`config.mk`:
```
export PLATFORM = sky130hd
export DESIGN_NAME = bounded_ordered_list_engine
export DESIGN_NICKNAME = d
export VERILOG_FILES = /design/src/sv/bole_pkg.sv /design/src/sv/bounded_ordered_list_engine.sv
export VERILOG_INCLUDE_DIRS = /design/src /design/src/sv
export SDC_FILE = /design/constraint.sdc
export NUM_CORES = 1
export LEC_CHECK = 0
export ABC_AREA = 1
export BUFFER_PORTS_ARGS = -buffer_cell sky130_fd_sc_hd__buf_2
export CAP_MARGIN = 25
export CELL_PAD_IN_SITES_DETAIL_PLACEMENT = 1
export CELL_PAD_IN_SITES_GLOBAL_PLACEMENT = 2
export CORE_ASPECT_RATIO = 1.2
export CORE_MARGIN = 2
export CORE_UTILIZATION = 30
export DETAILED_ROUTE_END_ITERATION = 10
export GPL_TIMING_DRIVEN = 0
export HOLD_SLACK_MARGIN = 0.12
export PLACE_DENSITY = 0.67
export SLEW_MARGIN = 25
export SYNTH_ARGS = -nofsm -noshare
export SYNTH_HDL_FRONTEND = slang
export SYNTH_SLANG_ARGS = --single-unit
```
`constraint.sdc`:
```
create_clock -name clk -period 4.25 [get_ports clk]
set_input_delay 0.85 -clock clk [delete_from_list [all_inputs] [get_ports clk]]
set_output_delay 0.85 -clock clk [all_outputs]
set_load 0.01 [all_outputs]
```
`src/sv/bounded_ordered_list_engine_macros.svh`:
```
// assertion helpers for the ordered list engine
`ifndef BOUNDED_ORDERED_LIST_ENGINE_MACROS_SVH
`define BOUNDED_ORDERED_LIST_ENGINE_MACROS_SVH

`ifndef SYNTHESIS

// property that holds on every clock edge out of reset
`define BOLE_ASSERT(label, prop, msg) \
  label: assert property (@(posedge clk) disable iff (rst) (prop)) else $error(msg);

// same-cycle implication
`define BOLE_IMPLY(label, ante, cons, msg) \
  label: assert property (@(posedge clk) disable iff (rst) (ante) |-> (cons)) else $error(msg);

// next-cycle implication
`define BOLE_NEXT(label, ante, cons, msg) \
  label: assert property (@(posedge clk) disable iff (rst) (ante) |=> (cons)) else $error(msg);

`else

`define BOLE_ASSERT(label, prop, msg)
`define BOLE_IMPLY(label, ante, cons, msg)
`define BOLE_NEXT(label, ante, cons, msg)

`endif

`endif

```
`src/sv/bole_pkg.sv`:
```
package bole_pkg;

  localparam int MODE_W      = 3;
  localparam int STATUS_W    = 2;
  localparam int CAP_W       = 5;
  localparam int COUNT_OUT_W = 5;

  // operation codes
  localparam logic [MODE_W-1:0] MODE_PUSH      = 3'd0;
  localparam logic [MODE_W-1:0] MODE_AFTER     = 3'd1;
  localparam logic [MODE_W-1:0] MODE_BEFORE    = 3'd2;
  localparam logic [MODE_W-1:0] MODE_DEL_END   = 3'd3;
  localparam logic [MODE_W-1:0] MODE_DEL_START = 3'd4;

  // result status codes
  localparam logic [STATUS_W-1:0] STAT_OK        = 2'd0;
  localparam logic [STATUS_W-1:0] STAT_NOT_FOUND = 2'd1;
  localparam logic [STATUS_W-1:0] STAT_EMPTY     = 2'd2;

  localparam logic [CAP_W-1:0] CAP_RESET = 5'd10;

  typedef enum logic [5:0] {
    ST_IDLE   = 6'b000001,
    ST_SEARCH = 6'b000010,
    ST_PREP   = 6'b000100,
    ST_EVICT  = 6'b001000,
    ST_SHIFT  = 6'b010000,
    ST_DELETE = 6'b100000
  } state_t;

endpackage

```
`src/sv/bounded_ordered_list_engine.sv`:
```
// channel    | ports                                      | transfer when
// -----------+--------------------------------------------+----------------------
// command    | start, busy, mode, key, value              | start high, busy low
// result     | done, status, entry_count, evicted_valid,  | done high (one cycle)
//            | evicted_value                              |
// capacity   | cfg_wr_en, cfg_wr_data                     | cfg_wr_en high
//
// one command at a time; busy is high while out of idle, until the edge that raises done
// an insert or delete on an empty list or an unused mode answers from idle; a delete reads
// its victim at the transfer; an insert after or before searches entries in order for the key,
// drops the first entry on overflow (the new value if it would be first), shifts the tail up
// to the insert place and writes; synchronous reset empties the list, sets capacity to ten,
// memory not cleared; the receiver cannot stall: done pulses for exactly one cycle
`include "bounded_ordered_list_engine_macros.svh"

module bounded_ordered_list_engine
  import bole_pkg::*;
#(
  parameter int MAX_ENTRIES = 16,
  parameter int DATA_WIDTH  = 32
) (
  input  logic                          clk,
  input  logic                          rst,
  input  logic                          start,
  output logic                          busy,
  input  logic [MODE_W-1:0]             mode,
  input  logic signed [DATA_WIDTH-1:0]  key,
  input  logic signed [DATA_WIDTH-1:0]  value,
  output logic                          done,
  output logic [STATUS_W-1:0]           status,
  output logic [COUNT_OUT_W-1:0]        entry_count,
  output logic                          evicted_valid,
  output logic signed [DATA_WIDTH-1:0]  evicted_value,
  input  logic                          cfg_wr_en,
  input  logic [CAP_W-1:0]              cfg_wr_data
);

  // index width for the memory, count width that can also hold the depth itself
  localparam int IW = (MAX_ENTRIES > 1) ? $clog2(MAX_ENTRIES) : 1;
  localparam int CW = $clog2(MAX_ENTRIES + 1);

  // list kept as a ring: logical position j lives at (head + j) mod depth
  function automatic logic [IW-1:0] phys(input logic [IW-1:0] h, input logic [CW-1:0] j);
    logic [CW:0] s;
    s = {{(CW + 1 - IW){1'b0}}, h} + {1'b0, j};
    if (s >= (CW + 1)'(MAX_ENTRIES)) begin
      s = s - (CW + 1)'(MAX_ENTRIES);
    end
    return s[IW-1:0];
  endfunction

  // entry memory, one read and one write port, registered read data
  logic [DATA_WIDTH-1:0] mem [MAX_ENTRIES];
  logic [DATA_WIDTH-1:0] rdata;
  logic                  rd_en;
  logic [IW-1:0]         rd_addr;
  logic                  we;
  logic [IW-1:0]         wr_addr;
  logic [DATA_WIDTH-1:0] wr_data;

  always_ff @(posedge clk) begin
    if (we) begin
      mem[wr_addr] <= wr_data;
    end
    if (rd_en) begin
      rdata <= mem[rd_addr];
    end
  end

  state_t                state;
  logic [CAP_W-1:0]      capacity;
  logic [CW-1:0]         cap_eff;
  logic [CW-1:0]         count;
  logic [IW-1:0]         head;
  logic [MODE_W-1:0]     mode_q;
  logic [DATA_WIDTH-1:0] key_q;
  logic [DATA_WIDTH-1:0] val_q;
  logic [CW-1:0]         pos;        // logical insert position
  logic [CW-1:0]         rd_j;       // logical index being read
  logic                  rd_active;  // tail move still has entries to read
  logic                  pend;       // read data waits to be written one place up
  logic [CW-1:0]         pend_j;
  logic                  cmp_vld;    // search compare stage holds a live entry
  logic [CW-1:0]         cmp_j;
  logic                  ev_vld;
  logic [DATA_WIDTH-1:0] ev_val;
  logic                  accept;

  assign busy   = (state != ST_IDLE);
  assign accept = start && !busy;

  // capacity zero acts as one, above depth acts as the depth
  always_comb begin
    if (capacity == '0) begin
      cap_eff = CW'(1);
    end else if (32'(capacity) > MAX_ENTRIES) begin
      cap_eff = CW'(MAX_ENTRIES);
    end else begin
      cap_eff = CW'(capacity);
    end
  end

  // memory port steering
  always_comb begin
    rd_en   = 1'b0;
    rd_addr = head;
    we      = 1'b0;
    wr_addr = head;
    wr_data = val_q;
    case (state)
      ST_IDLE: begin
        // delete reads its victim right at the transfer
        rd_en = accept;
        if (mode == MODE_DEL_END) begin
          rd_addr = phys(head, count - CW'(1));
        end
      end
      ST_SEARCH: begin
        rd_en   = 1'b1;
        rd_addr = phys(head, rd_j);
      end
      ST_PREP: begin
        // first entry is read, for use when the insert overflows
        rd_en = 1'b1;
      end
      ST_SHIFT: begin
        rd_en   = rd_active;
        rd_addr = phys(head, rd_j);
        if (pend) begin
          we      = 1'b1;
          wr_addr = phys(head, pend_j + CW'(1));
          wr_data = rdata;
        end else if (!rd_active) begin
          we      = 1'b1;
          wr_addr = phys(head, pos);
          wr_data = val_q;
        end
      end
      default: begin
        rd_en = 1'b0;
      end
    endcase
  end

  always_ff @(posedge clk) begin
    if (rst) begin
      state         <= ST_IDLE;
      capacity      <= CAP_RESET;
      count         <= '0;
      head          <= '0;
      done          <= 1'b0;
      rd_active     <= 1'b0;
      pend          <= 1'b0;
      cmp_vld       <= 1'b0;
      ev_vld        <= 1'b0;
      status        <= STAT_OK;
      entry_count   <= '0;
      evicted_valid <= 1'b0;
      evicted_value <= '0;
    end else begin
      done <= 1'b0;
      if (cfg_wr_en) begin
        capacity <= cfg_wr_data;
      end
      case (state)
        ST_IDLE: begin
          if (accept) begin
            mode_q <= mode;
            key_q  <= key;
            val_q  <= value;
            ev_vld <= 1'b0;
            ev_val <= '0;
            case (mode)
              MODE_PUSH: begin
                pos   <= count;
                state <= ST_PREP;
              end
              MODE_AFTER, MODE_BEFORE: begin
                if (count == '0) begin
                  done          <= 1'b1;
                  status        <= STAT_NOT_FOUND;
                  entry_count   <= COUNT_OUT_W'(count);
                  evicted_valid <= 1'b0;
                  evicted_value <= '0;
                end else begin
                  rd_j    <= '0;
                  cmp_vld <= 1'b0;
                  state   <= ST_SEARCH;
                end
              end
              MODE_DEL_END, MODE_DEL_START: begin
                if (count == '0) begin
                  done          <= 1'b1;
                  status        <= STAT_EMPTY;
                  entry_count   <= COUNT_OUT_W'(count);
                  evicted_valid <= 1'b0;
                  evicted_value <= '0;
                end else begin
                  state <= ST_DELETE;
                end
              end
              default: begin
                // unused code: list untouched
                done          <= 1'b1;
                status        <= STAT_OK;
                entry_count   <= COUNT_OUT_W'(count);
                evicted_valid <= 1'b0;
                evicted_value <= '0;
              end
            endcase
          end
        end
        ST_SEARCH: begin
          // read issue and compare overlap, one entry per cycle
          if (rd_j < count) begin
            rd_j <= rd_j + CW'(1);
          end
          cmp_vld <= (rd_j < count);
          cmp_j   <= rd_j;
          if (cmp_vld && rdata == key_q) begin
            pos   <= cmp_j + CW'(mode_q == MODE_AFTER);
            state <= ST_PREP;
          end else if (cmp_vld && cmp_j == count - CW'(1)) begin
            done          <= 1'b1;
            status        <= STAT_NOT_FOUND;
            entry_count   <= COUNT_OUT_W'(count);
            evicted_valid <= 1'b0;
            evicted_value <= '0;
            state         <= ST_IDLE;
          end
        end
        ST_PREP: begin
          if (count >= cap_eff && !ev_vld) begin
            if (pos == '0) begin
              // new value would be first, so it is the one that leaves
              done          <= 1'b1;
              status        <= STAT_OK;
              entry_count   <= COUNT_OUT_W'(count);
              evicted_valid <= 1'b1;
              evicted_value <= val_q;
              state         <= ST_IDLE;
            end else begin
              state <= ST_EVICT;
            end
          end else begin
            rd_active <= (pos < count);
            rd_j      <= count - CW'(1);
            pend      <= 1'b0;
            state     <= ST_SHIFT;
          end
        end
        ST_EVICT: begin
          // drop the first entry by moving head, insert place moves down with it
          ev_vld <= 1'b1;
          ev_val <= rdata;
          head   <= phys(head, CW'(1));
          count  <= count - CW'(1);
          pos    <= pos - CW'(1);
          state  <= ST_PREP;
        end
        ST_SHIFT: begin
          // tail moves up from the last entry down to the insert place
          pend   <= rd_active;
          pend_j <= rd_j;
          if (rd_active) begin
            if (rd_j == pos) begin
              rd_active <= 1'b0;
            end else begin
              rd_j <= rd_j - CW'(1);
            end
          end
          if (!rd_active && !pend) begin
            count         <= count + CW'(1);
            done          <= 1'b1;
            status        <= STAT_OK;
            entry_count   <= COUNT_OUT_W'(count + CW'(1));
            evicted_valid <= ev_vld;
            evicted_value <= ev_val;
            state         <= ST_IDLE;
          end
        end
        ST_DELETE: begin
          if (mode_q == MODE_DEL_START) begin
            head <= phys(head, CW'(1));
          end
          count         <= count - CW'(1);
          done          <= 1'b1;
          status        <= STAT_OK;
          entry_count   <= COUNT_OUT_W'(count - CW'(1));
          evicted_valid <= 1'b1;
          evicted_value <= rdata;
          state         <= ST_IDLE;
        end
        default: begin
          state <= ST_IDLE;
        end
      endcase
    end
  end

  `BOLE_ASSERT(a_count_bound, count <= CW'(MAX_ENTRIES), "entry count above depth")
  `BOLE_IMPLY(a_done_idle, done, !busy, "result shown while still busy")
  `BOLE_NEXT(a_accept_moves, accept, busy || done, "accepted command made no progress")
  `BOLE_IMPLY(a_no_evict_zero, done && !evicted_valid, evicted_value == '0,
              "evicted value set without eviction")
  `BOLE_IMPLY(a_shift_in_range, state == ST_SHIFT && rd_active, rd_j < count,
              "tail move reads past the last entry")

endmodule

```
==> metrics.csv, run 1 <==
stage,metric,value,unit
cells_and_area,share of the core filled with cells,0.362,
global_routing,first-pass GRT wire length,170,mm
flow_run,count of maximum capacitance violations,0,
clock_tree,hold buffer count at CTS,0,
clock_tree,maximum buffer depth of the clock tree,3,
sta,RSZ-0062 raised after global routing,false,
synthesis,main flop type after synthesis,sky130_fd_sc_hd__edfxtp_1,
global_routing,via count of the first global-routing pass,25700,
routing,average wire length per cell after detail routing,21.6,um
clock_tree,buffer cell driving the clock tree root,sky130_fd_sc_hd__clkbuf_16,
worst_setup_path,type of the worst setup path,reg2reg,
sta,normalized max-slew margin,0.377,
sta,fmax,252,MHz
cells_and_area,number of nets in the finished design,3918,
clock_tree,TritonCTS buffer count,82,
floorplan,initial core utilization,0.303,
routing,Starting DRT DRC Count,1763,
worst_setup_path,CP dominant cell by count,sky130_fd_sc_hd__nand2_1,
sta,worst slew pin tran,934,ps
worst_setup_path,delay of the slowest cell on the worst path,450,ps
routing,routed wire length,116,mm
synthesis,net count after synthesis,3652,
synthesis,Syn Std Cell Area,33700,um2
synthesis,post-synthesis sequential area ratio,0.628,
synthesis,post-synthesis instance total,3534,
pwr,total power divided by cell area,516,nW/um2
global_routing,met3 Use GR,0.0231,
sta,share of the clock period used by the worst path after layout,0.933,
worst_setup_path,Crit Path Max Fanout,10,
routing,total number of vias,24800,
global_routing,antenna violations before repair,2,
worst_setup_path,CP arrival,4360,ps
synthesis,biggest area contributors in the synthesized netlist,"sky130_fd_sc_hd__edfxtp_1 (59%), sky130_fd_sc_hd__nand3_1 (9.7%), sky130_fd_sc_hd__inv_1 (8.3%), sky130_fd_sc_hd__nand2_1 (8.0%), sky130_fd_sc_hd__dfxtp_1 (3.9%)",
routing,ratio of routed vias to standard cells,4.63,
worst_hold_path,path class of the lowest-slack min-delay path,in2reg,
routing,DRC errors left,0,
placement,HPWL reported at the end of detailed placement,86.6,mm
synthesis,distinct cell type count of the synthesized netlist,36,
synthesis,most frequent cell after synthesis,sky130_fd_sc_hd__inv_1,
synthesis,post-synthesis async set-or-reset flop share,0,
synthesis,"area leader, netlist",sky130_fd_sc_hd__edfxtp_1,
sta,final setup violation count,0,
worst_setup_path,type of destination of the critical path,register,
sta,Hold Fails Final Rpt,0,
clock_tree,number of levels the H-tree was split into,3,
global_routing,GRT Resource Usage Total,0.202,
pwr,worst IR drop on VDD,0.260,mV
global_routing,M2 GR Usage,0.358,
pwr,post-route total power,20800,uW
global_routing,met1 GRT Util,0.253,
floorplan,Die Ht,371,um
worst_setup_path,cells traversed along the worst timing path,"inv_1, ha_1, inv_1, nand2_1, nand2_1, inv_1, ha_1, a21oi_1, nand2_1, nand2_1, nand2_1, nand2_1, nand3_1, nand2_2, inv_1, clkbuf_2, nand3_1, nand2_1",
synthesis,count of state elements after synthesis,727,
run_status,outcome,completed,
cells_and_area,share of cells above drive strength 1,0.124,
clock_tree,TritonCTS clock tree,yes,
floorplan,row count,134,
synthesis,per-instance average area after synthesis,9.55,um2
global_routing,maximum number of pins on one net before global-route repair,28,
floorplan,I/O pin total,118,
pwr,static leakage power,0.0174,uW
synthesis,leading post-synthesis cells by instance count,"sky130_fd_sc_hd__inv_1 (744), sky130_fd_sc_hd__nand2_1 (722), sky130_fd_sc_hd__edfxtp_1 (662)",
global_routing,layer with the highest usage after global routing,met2,
cells_and_area,"non-filler cells, final",5370,
placement,RePlAce Congestion,0.811,
floorplan,Core Footprint,111000,um2
worst_setup_path,type of origin of the critical path,register,
sta,count of final max-slew check failures,0,
floorplan,die width,310,um
synthesis,number of flops mapped to enable cells by yosys,662,
global_routing,residual overflow from global routing,0,
sta,worst hold slack across all endpoints,341,ps
clock_tree,Worst-Skew Late Latency,670,ps
synthesis,fraction of post-synthesis cell area in the top cell type by area,0.589,
worst_setup_path,cell type of the slowest stage on the worst timing path,sky130_fd_sc_hd__dfxtp_1,
clock_tree,clk sink count,727,
clock_tree,register clock-pin slew on the reported worst setup and hold paths,60,ps
placement,number of buffer cells added on primary ports,117,
cells_and_area,synthesis-to-layout area growth,19.3,%
sta,final critical delay including setup and external delays,3970,ps
placement,# placed instances,5207,
floorplan,die footprint,115000,um2
routing,Detailed Routing Iterations Pass 1,5,
worst_setup_path,required time worst endpoint,4640,ps
cells_and_area,total of fill cells in the finished design,12800,
sta,clock tree skew after final layout,23.9,ps
synthesis,Synth Warn #,0,
routing,number of routed nets with antenna violations,0,
## logic make-up after synthesis
| group | after synthesis | synth area share |
|---|---|---|
| compound gates | 197 | 0.0314 |
| xor+xnor | 27 | 0.00701 |
| fa+ha+maj | 42 | 0.0167 |
| buf+inv | 920 | 0.107 |
| flops | 727 | 0.628 |
| simple gates | 1621 | 0.211 |
## per-layer routing
layer,up-vias,wire length [um]
met1,12200,50000
li1,12100,-
met5,-,28
met3,139,4090
met2,432,58200
met4,4,3420
## power breakdown
| group | switching [uW] | total, uW | leakage (uW) | internal [uW] |
|---|---|---|---|---|
| clock | 3100 | 7250 | 0.00131 | 4150 |
| sequential | 273 | 8600 | 0.00654 | 8330 |
| combinational | 3500 | 4930 | 0.00956 | 1420 |
| total | 6880 | 20800 | 0.0174 | 13900 |
## path summary, 6_finish.rpt
| kind | endpoint | slack [ps] | cells past startpoint | start |
|---|---|---|---|---|
| setup / recovery | rdata[0] | 280 | 18 | count[1] |
| hold / removal | key_q[27] | 340 | 1 | key[27] |
| setup reg to reg | rdata[0] | 280 | 18 | count[1] |
| hold reg to reg | capacity[1] | 500 | 2 | capacity[1] |
## per-stage QoR
stage / setup TNS (ps) / setup WS, ps / instance area [um2]
6_report: 0 / 283 / 40300
3_5_place_dp: -3560 / -258 / 37500
2_1_floorplan: 0 / 683 / 33700
3_3_place_gp: -857820 / -1770 / 36200
5_1_grt: 0 / 94.4 / 40200
4_1_cts: 0 / 57.8 / 40200
## critical path, delay by kind of cell, from the launching register on
family                   cells  cell delay [ps]
AND/OR/NAND/NOR             10             1290
buffers and inverters        5             1080
adder cells (fa/ha/maj)      2              650
flip-flops                   1              450
AO/OA/AOI/OAI                1              200
## sequential cells by signal (all words and copies together), names as in the netlist, 2 cells and up
name / count
mode_q: 3
pend_j: 4
count: 5
ev_val: 32
val_q: 32
pos: 5
state: 6
rd_j: 5
key_q: 32
cmp_j: 5
evicted_value: 32
rdata: 32
head: 4
capacity: 5
mem: 512
status: 2
entry_count: 5
## placed cells by master (no fill, tap or decap), types with 5 or more instances in the layout
cell / count
sky130_fd_sc_hd__dfxtp_1: 64
sky130_fd_sc_hd__clkbuf_1: 74
sky130_fd_sc_hd__nand2_1: 721
sky130_fd_sc_hd__buf_16: 13
sky130_fd_sc_hd__nor2_4: 20
sky130_fd_sc_hd__o221ai_1: 5
sky130_fd_sc_hd__xnor2_1: 13
sky130_fd_sc_hd__clkbuf_2: 5
sky130_fd_sc_hd__buf_12: 14
sky130_fd_sc_hd__o21ai_2: 32
sky130_fd_sc_hd__edfxtp_1: 662
sky130_fd_sc_hd__inv_1: 744
sky130_fd_sc_hd__clkinv_1: 18
sky130_fd_sc_hd__o22ai_1: 12
sky130_fd_sc_hd__nor2_1: 157
sky130_fd_sc_hd__clkbuf_16: 83
sky130_fd_sc_hd__buf_4: 11
sky130_fd_sc_hd__nand2_2: 5
sky130_fd_sc_hd__a21oi_1: 71
sky130_fd_sc_hd__buf_1: 10
sky130_fd_sc_hd__ha_1: 36
sky130_fd_sc_hd__nand3_1: 655
sky130_fd_sc_hd__buf_2: 212
sky130_fd_sc_hd__buf_6: 34
sky130_fd_sc_hd__bufinv_16: 7
sky130_fd_sc_hd__xor2_1: 14
sky130_fd_sc_hd__fa_1: 5
sky130_fd_sc_hd__clkbuf_8: 5
sky130_fd_sc_hd__clkinv_2: 12
sky130_fd_sc_hd__o21ai_0: 63
sky130_fd_sc_hd__nand4_1: 51
## timing repair
item / 4_1_cts / 5_1_grt
pin swaps: 0 / 0
buffers inserted: 0 / 5
resized for setup: 8 / 11
setup endpoints to repair: 31 / 32
gates cloned: 0 / 0
## cell type report
class / count / area [um2] / area share
timing repair buffer: 182 / 1640 / 0.0408
tap: 1496 / 1870 / 0.0465
inverter: 752 / 2820 / 0.0701
clock buffer: 113 / 2240 / 0.0556
buffer: 168 / 790 / 0.0196
sequential: 727 / 21200 / 0.526
clock inverter: 41 / 463 / 0.0115
antenna: 4 / 10.0 / 0.000249
multi-input combinational: 1887 / 9230 / 0.229
(Power assumes the default switching activity.)
==> run 2: changes to the inputs <==
--- a/config.mk
+++ b/config.mk
@@ -17,7 +17,7 @@
 export DETAILED_ROUTE_END_ITERATION = 10
 export GPL_TIMING_DRIVEN = 0
 export HOLD_SLACK_MARGIN = 0.12
-export PLACE_DENSITY = 0.67
+export PLACE_DENSITY = 0.64
 export SLEW_MARGIN = 25
 export SYNTH_ARGS = -nofsm -noshare
 export SYNTH_HDL_FRONTEND = slang
==> constraint.sdc (replaced) <==
create_clock -name clk -period 3.7 [get_ports clk]
set_input_delay 0.74 -clock clk [delete_from_list [all_inputs] [get_ports clk]]
set_output_delay 0.74 -clock clk [all_outputs]
set_load 0.01 [all_outputs]
==> metrics.csv, run 2 (synthesized netlist as in run 1, its figures left out) <==
stage,metric,value,unit,change
clock_tree,TritonCTS clock tree,yes,,
worst_setup_path,Crit Path Max Fanout,10,,unchanged
sta,worst slew pin tran,913,ps,-20.7 ps
placement,RePlAce Congestion,0.817,,+0.75%
global_routing,via count of the first global-routing pass,25600,,-0.72%
placement,placed cell area,37500,um2,about the same
clock_tree,TritonCTS buffer count,85,,+3.7%
worst_setup_path,type of destination of the critical path,register,,
sta,normalized max-slew margin,0.391,,+0.0138
cells_and_area,synthesis-to-layout area growth,20.1,%,
pwr,static leakage power,0.0175,uW,+0.79%
worst_setup_path,cell type of the slowest stage on the worst timing path,sky130_fd_sc_hd__fa_1,,
sta,Hold Fails Final Rpt,0,,unchanged
routing,Starting DRT DRC Count,1458,,-17%
cells_and_area,most common library cell in the layout ignoring fill and taps,sky130_fd_sc_hd__inv_1,,
worst_setup_path,type of origin of the critical path,register,,
cells_and_area,number of nets in the finished design,3938,,+0.51%
clock_tree,number of levels the H-tree was split into,3,,unchanged
flow_run,count of maximum capacitance violations,0,,unchanged
floorplan,die width,310,um,unchanged
placement,HPWL reported at the end of detailed placement,89.9,mm,+3.8%
sta,final setup violation count,0,,unchanged
cells_and_area,share of the core filled with cells,0.364,,+0.00230
global_routing,GRT Resource Usage Total,0.211,,+0.00884
worst_setup_path,required time worst endpoint,4190,ps,-450 ps
cells_and_area,combined flip-flop and latch cell area,21200,um2,about the same
run_status,outcome,completed,,
sta,clock tree skew after final layout,38.5,ps,+14.6 ps
clock_tree,clk sink count,727,,unchanged
pwr,part of the power in registers,0.416,,+0.002
cells_and_area,Antenna diodes,0,,-4
pwr,part of the power in combinational logic,0.247,,+0.010
floorplan,row count,134,,unchanged
sta,final critical delay including setup and external delays,3530,ps,-439 ps
cells_and_area,max FFs per register,512,,unchanged
sta,worst setup slack after layout,173,ps,-111 ps
routing,average wire length per cell after detail routing,22.6,um,+4.6%
sta,count of final max-slew check failures,0,,unchanged
pwr,internal power consumption,15700,uW,+13%
worst_setup_path,type of the worst setup path,reg2reg,,
pwr,clock network power share,0.338,,-0.011
floorplan,Die Ht,371,um,unchanged
routing,total number of vias,25100,,+1.2%
placement,number of buffer cells added on primary ports,117,,unchanged
sta,share of the clock period used by the worst path after layout,0.953,,+0.0200
placement,minimum setup slack after placement,-924,ps,-666 ps
sta,fmax,283,MHz,+12%
clock_tree,buffer cell driving the clock tree root,sky130_fd_sc_hd__clkbuf_16,,
floorplan,initial core utilization,0.303,,unchanged
routing,ratio of routed vias to standard cells,4.67,,+1.0%
clock_tree,maximum buffer depth of the clock tree,3,,unchanged
floorplan,Core Footprint,111000,um2,unchanged
routing,DRC errors left,0,,unchanged
worst_setup_path,delay of the slowest cell on the worst path,500,ps,+50 ps
cells_and_area,multi-input gate area in the final layout,9260,um2,+0.35%
routing,routed wire length,121,mm,+4.8%
global_routing,first-pass GRT wire length,176,mm,+3.4%
pwr,total power divided by cell area,586,nW/um2,+14%
clock_tree,Worst-Skew Late Latency,680,ps,about the same
cells_and_area,share of cells above drive strength 1,0.131,,+0.00728
global_routing,antenna violations before repair,3,,+1
cells_and_area,total of fill cells in the finished design,12700,,-0.70%
pwr,post-route total power,23800,uW,+14%
cells_and_area,"commonest cells after routing, fill and taps aside","sky130_fd_sc_hd__inv_1 (742), sky130_fd_sc_hd__nand2_1 (719), sky130_fd_sc_hd__edfxtp_1 (662)",,
sta,RSZ-0062 raised after global routing,false,,
global_routing,maximum number of pins on one net before global-route repair,26,,-7.1%
cells_and_area,Top reg by flops,mem,,
cells_and_area,area of all placed cells without fillers,40500,um2,+0.64%
worst_setup_path,CP arrival,4020,ps,-340 ps
worst_setup_path,cells traversed along the worst timing path,"inv_2, ha_2, inv_1, fa_1, nand3_1, nand3_1, buf_2, buf_2, nand3_1, nand3_1, nand3_1, nand2_1",,
global_routing,residual overflow from global routing,0,,unchanged
pwr,worst IR drop on VDD,0.314,mV,+21%
clock_tree,register clock-pin slew on the reported worst setup and hold paths,60,ps,about the same
worst_hold_path,path class of the lowest-slack min-delay path,in2reg,,
floorplan,die footprint,115000,um2,unchanged
floorplan,I/O pin total,118,,unchanged
worst_setup_path,CP dominant cell by count,sky130_fd_sc_hd__nand3_1,,
pwr,P_sw,8070,uW,+17%
routing,number of routed nets with antenna violations,0,,unchanged
pwr,Sw Ratio,0.340,,+0.00898
routing,Detailed Routing Iterations Pass 1,5,,unchanged
run 2: worst max-delay path: cells and delay by family (launching register included):
kind | cells | cell delay, ps
buf+inv | 4 | 1030
simple gates | 6 | 960
flops | 1 | 400
fa+ha+maj | 2 | 970
run 2: layer usage:
layer,part of all wire,wire (um),up-vias,track usage
met2,0.51,61400,458,0.378
met5,0.00011,13,-,0
met3,0.037,4510,149,0.0237
met4,0.027,3220,2,0.0680
li1,-,-,12100,-
met1,0.43,52200,12400,0.265
run 2: timing repair:
item / 4_1_cts / 5_1_grt
pin swaps: 14 / 1
gates resized for setup: 35 / 15
gates cloned: 0 / 0
hold buffers: 0 / 0
buffers inserted: 30 / 1
endpoints found under the setup margin: 244 / 104
run 2: power groups by stage:
| stage | Clock (uW) | Combinational [uW] | Sequential [uW] |
|---|---|---|---|
| finish | 8020 | 5860 | 9880 |
| floorplan | 0 | 3200 | 10000 |
| global route | 8520 | 6480 | 9930 |
| detailed placement | 0 | 5830 | 10100 |
| global placement | 0 | 5650 | 10100 |
| CTS | 8240 | 5970 | 9880 |
run 2: layout make-up:
cell class / count / area share
Clock buffer: 108 / 0.0559
Inverter: 752 / 0.0703
Timing Repair Buffer: 201 / 0.0476
Clock inverter: 43 / 0.00794
Buffer: 166 / 0.0203
Tap cell: 1496 / 0.0462
Sequential cell: 727 / 0.523
Multi-Input combinational cell: 1887 / 0.229
run 2: final timing paths:
path	start	to	slack [ps]	cells past startpoint
min reg2reg	capacity[1]	capacity[1]	490	2
max reg2reg	count[1]	rdata[4]	170	12
max	count[1]	rdata[4]	170	12
min	value[26]	val_q[26]	240	1
run 2: stage by stage:
step | setup TNS [ps] | std cells | hold slack [ps]
6_report | 0 | 5380 | 240
5_1_grt | 0 | 5380 | 209
4_1_cts | 0 | 5381 | 182
3_5_place_dp | -50670 | 5200 | 501
3_3_place_gp | -1495420 | 5147 | 492
2_1_floorplan | 0 | 3534 | 452
==> run 3: changes to the inputs <==
--- a/config.mk
+++ b/config.mk
@@ -18,6 +18,7 @@
 export GPL_TIMING_DRIVEN = 0
 export HOLD_SLACK_MARGIN = 0.12
 export PLACE_DENSITY = 0.64
+export REMOVE_ABC_BUFFERS = 1
 export SLEW_MARGIN = 25
 export SYNTH_ARGS = -nofsm -noshare
 export SYNTH_HDL_FRONTEND = slang
==> metrics.csv, run 3 (synthesized netlist as in run 1, its figures left out) <==
stage,metric,value,unit,change
routing,total number of vias,25500,,+1.3%
sta,count of final max-slew check failures,0,,unchanged
worst_setup_path,reg2reg end,mem[4][31],,
cells_and_area,Top reg by flops,mem,,
sta,clock tree skew after final layout,37.0,ps,-1.50 ps
worst_setup_path,type of origin of the critical path,register,,
pwr,worst IR drop on VDD,0.374,mV,+19%
floorplan,Die Ht,371,um,unchanged
cells_and_area,"non-filler cells, final",5294,,-1.6%
sta,RSZ-0062 raised after global routing,true,,
placement,RePlAce Congestion,0.778,,-4.8%
clock_tree,Worst-Skew Late Latency,670,ps,about the same
cells_and_area,number of nets in the finished design,3845,,-2.4%
floorplan,die footprint,115000,um2,unchanged
placement,# placed instances,5090,,-2.1%
worst_hold_path,path class of the lowest-slack min-delay path,in2reg,,
pwr,static leakage power,0.0180,uW,+2.3%
placement,HPWL reported at the end of detailed placement,78.6,mm,-13%
pwr,P_sw,8160,uW,+1.0%
floorplan,I/O pin total,118,,unchanged
worst_setup_path,CP arrival,3900,ps,-120 ps
worst_setup_path,type of the worst setup path,reg2reg,,
global_routing,via count of the first global-routing pass,26100,,+2.3%
worst_hold_path,worst min-delay path endpoint,key_q[16],,
flow_run,count of maximum capacitance violations,0,,unchanged
placement,number of buffer cells added on primary ports,117,,unchanged
global_routing,GRT Resource Usage Total,0.214,,+0.00234
pwr,clock network power share,0.357,,+0.019
worst_hold_path,origin of the worst min-delay path,key[16],,
routing,routed wire length,121,mm,-0.16%
routing,ratio of routed vias to standard cells,4.81,,+3.0%
cells_and_area,Antenna diodes,0,,unchanged
sta,Hold Fails Final Rpt,0,,unchanged
routing,Detailed Routing Iterations Pass 1,5,,unchanged
sta,share of the clock period used by the worst path after layout,0.958,,+0.00507
worst_setup_path,Crit Path Max Fanout,46,,+36
worst_setup_path,required time worst endpoint,4050,ps,-140 ps
pwr,total power divided by cell area,604,nW/um2,+3.0%
clock_tree,number of levels the H-tree was split into,3,,unchanged
pwr,Sw Ratio,0.324,,-0.0164
global_routing,residual overflow from global routing,0,,unchanged
clock_tree,hold buffer count at CTS,0,,unchanged
cells_and_area,most common library cell in the layout ignoring fill and taps,sky130_fd_sc_hd__inv_1,,
floorplan,initial core utilization,0.303,,unchanged
clock_tree,register clock-pin slew on the reported worst setup and hold paths,60,ps,about the same
cells_and_area,share of cells above drive strength 1,0.127,,-0.00362
clock_tree,buffer cell driving the clock tree root,sky130_fd_sc_hd__clkbuf_16,,
sta,final setup violation count,0,,unchanged
pwr,post-route total power,25200,uW,+6.1%
cells_and_area,synthesis-to-layout area growth,23.7,%,
cells_and_area,share of the core filled with cells,0.375,,+0.0111
worst_setup_path,flop2flop setup slack,150,ps,-20 ps
sta,worst slew pin tran,741,ps,-172 ps
global_routing,first-pass GRT wire length,179,mm,+1.7%
sta,fmax,282,MHz,-0.53%
routing,Starting DRT DRC Count,1802,,+24%
routing,number of routed nets with antenna violations,0,,unchanged
sta,final critical delay including setup and external delays,3550,ps,+18.8 ps
global_routing,antenna violations before repair,2,,-1
clock_tree,TritonCTS buffer count,85,,unchanged
floorplan,row count,134,,unchanged
sta,worst setup slack after layout,154,ps,-18.8 ps
worst_setup_path,worst reg2reg path depth,13,,+1
cells_and_area,"commonest cells after routing, fill and taps aside","sky130_fd_sc_hd__inv_1 (739), sky130_fd_sc_hd__nand2_1 (717), sky130_fd_sc_hd__edfxtp_1 (662)",,
clock_tree,maximum buffer depth of the clock tree,3,,unchanged
routing,DRC errors left,0,,unchanged
sta,normalized max-slew margin,0.503,,+0.112
pwr,internal power consumption,17100,uW,+8.8%
clock_tree,clk sink count,727,,unchanged
pwr,part of the power in combinational logic,0.250,,+0.003
worst_setup_path,start of the worst register-to-register path,state[0],,
worst_setup_path,type of destination of the critical path,register,,
floorplan,die width,310,um,unchanged
run_status,outcome,completed,,
placement,minimum setup slack after placement,-1400,ps,-481 ps
routing,average wire length per cell after detail routing,22.9,um,+1.5%
worst_hold_path,worst hold path stage count,1,,unchanged
cells_and_area,max FFs per register,512,,unchanged
pwr,part of the power in registers,0.392,,-0.024
clock_tree,TritonCTS clock tree,yes,,
global_routing,maximum number of pins on one net before global-route repair,47,,+81%
floorplan,Core Footprint,111000,um2,unchanged
[run 3: cell count changes in the layout (fill, tap and decap cells not counted), sizes merged, moves of 4 or more]
cell,previous run,this run
buf,312,268
bufinv,3,14
clkbuf,163,111
clkinv,44,32
inv,746,750
[run 3: worst max-delay path: stages (launching register included)]
cell and delay [ps]:
sky130_fd_sc_hd__dfxtp_1 340, sky130_fd_sc_hd__nor2_2 320, sky130_fd_sc_hd__nand3_4 160, sky130_fd_sc_hd__buf_4 240, sky130_fd_sc_hd__clkinv_8 260, sky130_fd_sc_hd__nand2_1 180
sky130_fd_sc_hd__nand2_1 160, sky130_fd_sc_hd__inv_1 80, sky130_fd_sc_hd__a22oi_2 230, sky130_fd_sc_hd__nand3_1 430, sky130_fd_sc_hd__nor2_4 290, sky130_fd_sc_hd__buf_16 180
sky130_fd_sc_hd__buf_16 170, sky130_fd_sc_hd__buf_16 150
[run 3: worst max path at each step]
| stage | start | to | slack [ps] |
|---|---|---|---|
| after floorplan | count[0] | rdata[0] | -3130 |
| after global placement | state[2] | rdata[15] | -15740 |
| after detailed placement | state[0] | mem[4][14] | -1400 |
| after CTS | state[2] | rdata[2] | 0.9 |
| after global routing | state[1] | rdata[4] | -20 |
| final | state[0] | mem[4][31] | 150 |
[run 3: what timing repair did]
action	CTS	global route
gates resized for setup	19	12
buffers inserted	30	8
pin swaps	16	3
cloned	7	0
endpoints found under the setup margin	588	115
[run 3: cell type report]
cell class              count  area (um2)
fillers                 12500       69600
flip-flops and latches    727       21200
multi-input cells        1890        9440
repair buffers            270        3400
inverters                 752        2870
clock buffers             111        2330
well taps                1496        1870
clock inverters            47         648
repair inverters            1        8.76
[run 3: stage by stage]
stage               hold WS, ps  cell area [um2]  TNS (ps)
detailed placement          487            38200   -523850
floorplan                   452            33000   -380250
CTS                         200            41600         0
global route                218            41700     -23.1
global placement            487            35400  -4387980
finish                      241            41700         0
[run 3: power by group through the flow]
stage	Clock, uW	Sequential (uW)	Combinational (uW)
2_1_floorplan	0	10000	3110
3_3_place_gp	0	10100	5320
3_5_place_dp	0	10100	5980
4_1_cts	9210	9900	6360
5_1_grt	9510	9940	6980
6_report	9000	9890	6310
[run 3: per-layer routing]
layer / up-vias / track usage / share of wire / wire length (um)
li1: 11900 / - / - / -
met5: - / 0 / 0 / 0
met1: 12800 / 0.292 / 0.45 / 54800
met4: 0 / 0.0547 / 0.021 / 2590
met3: 156 / 0.0250 / 0.048 / 5830
met2: 636 / 0.359 / 0.48 / 58000
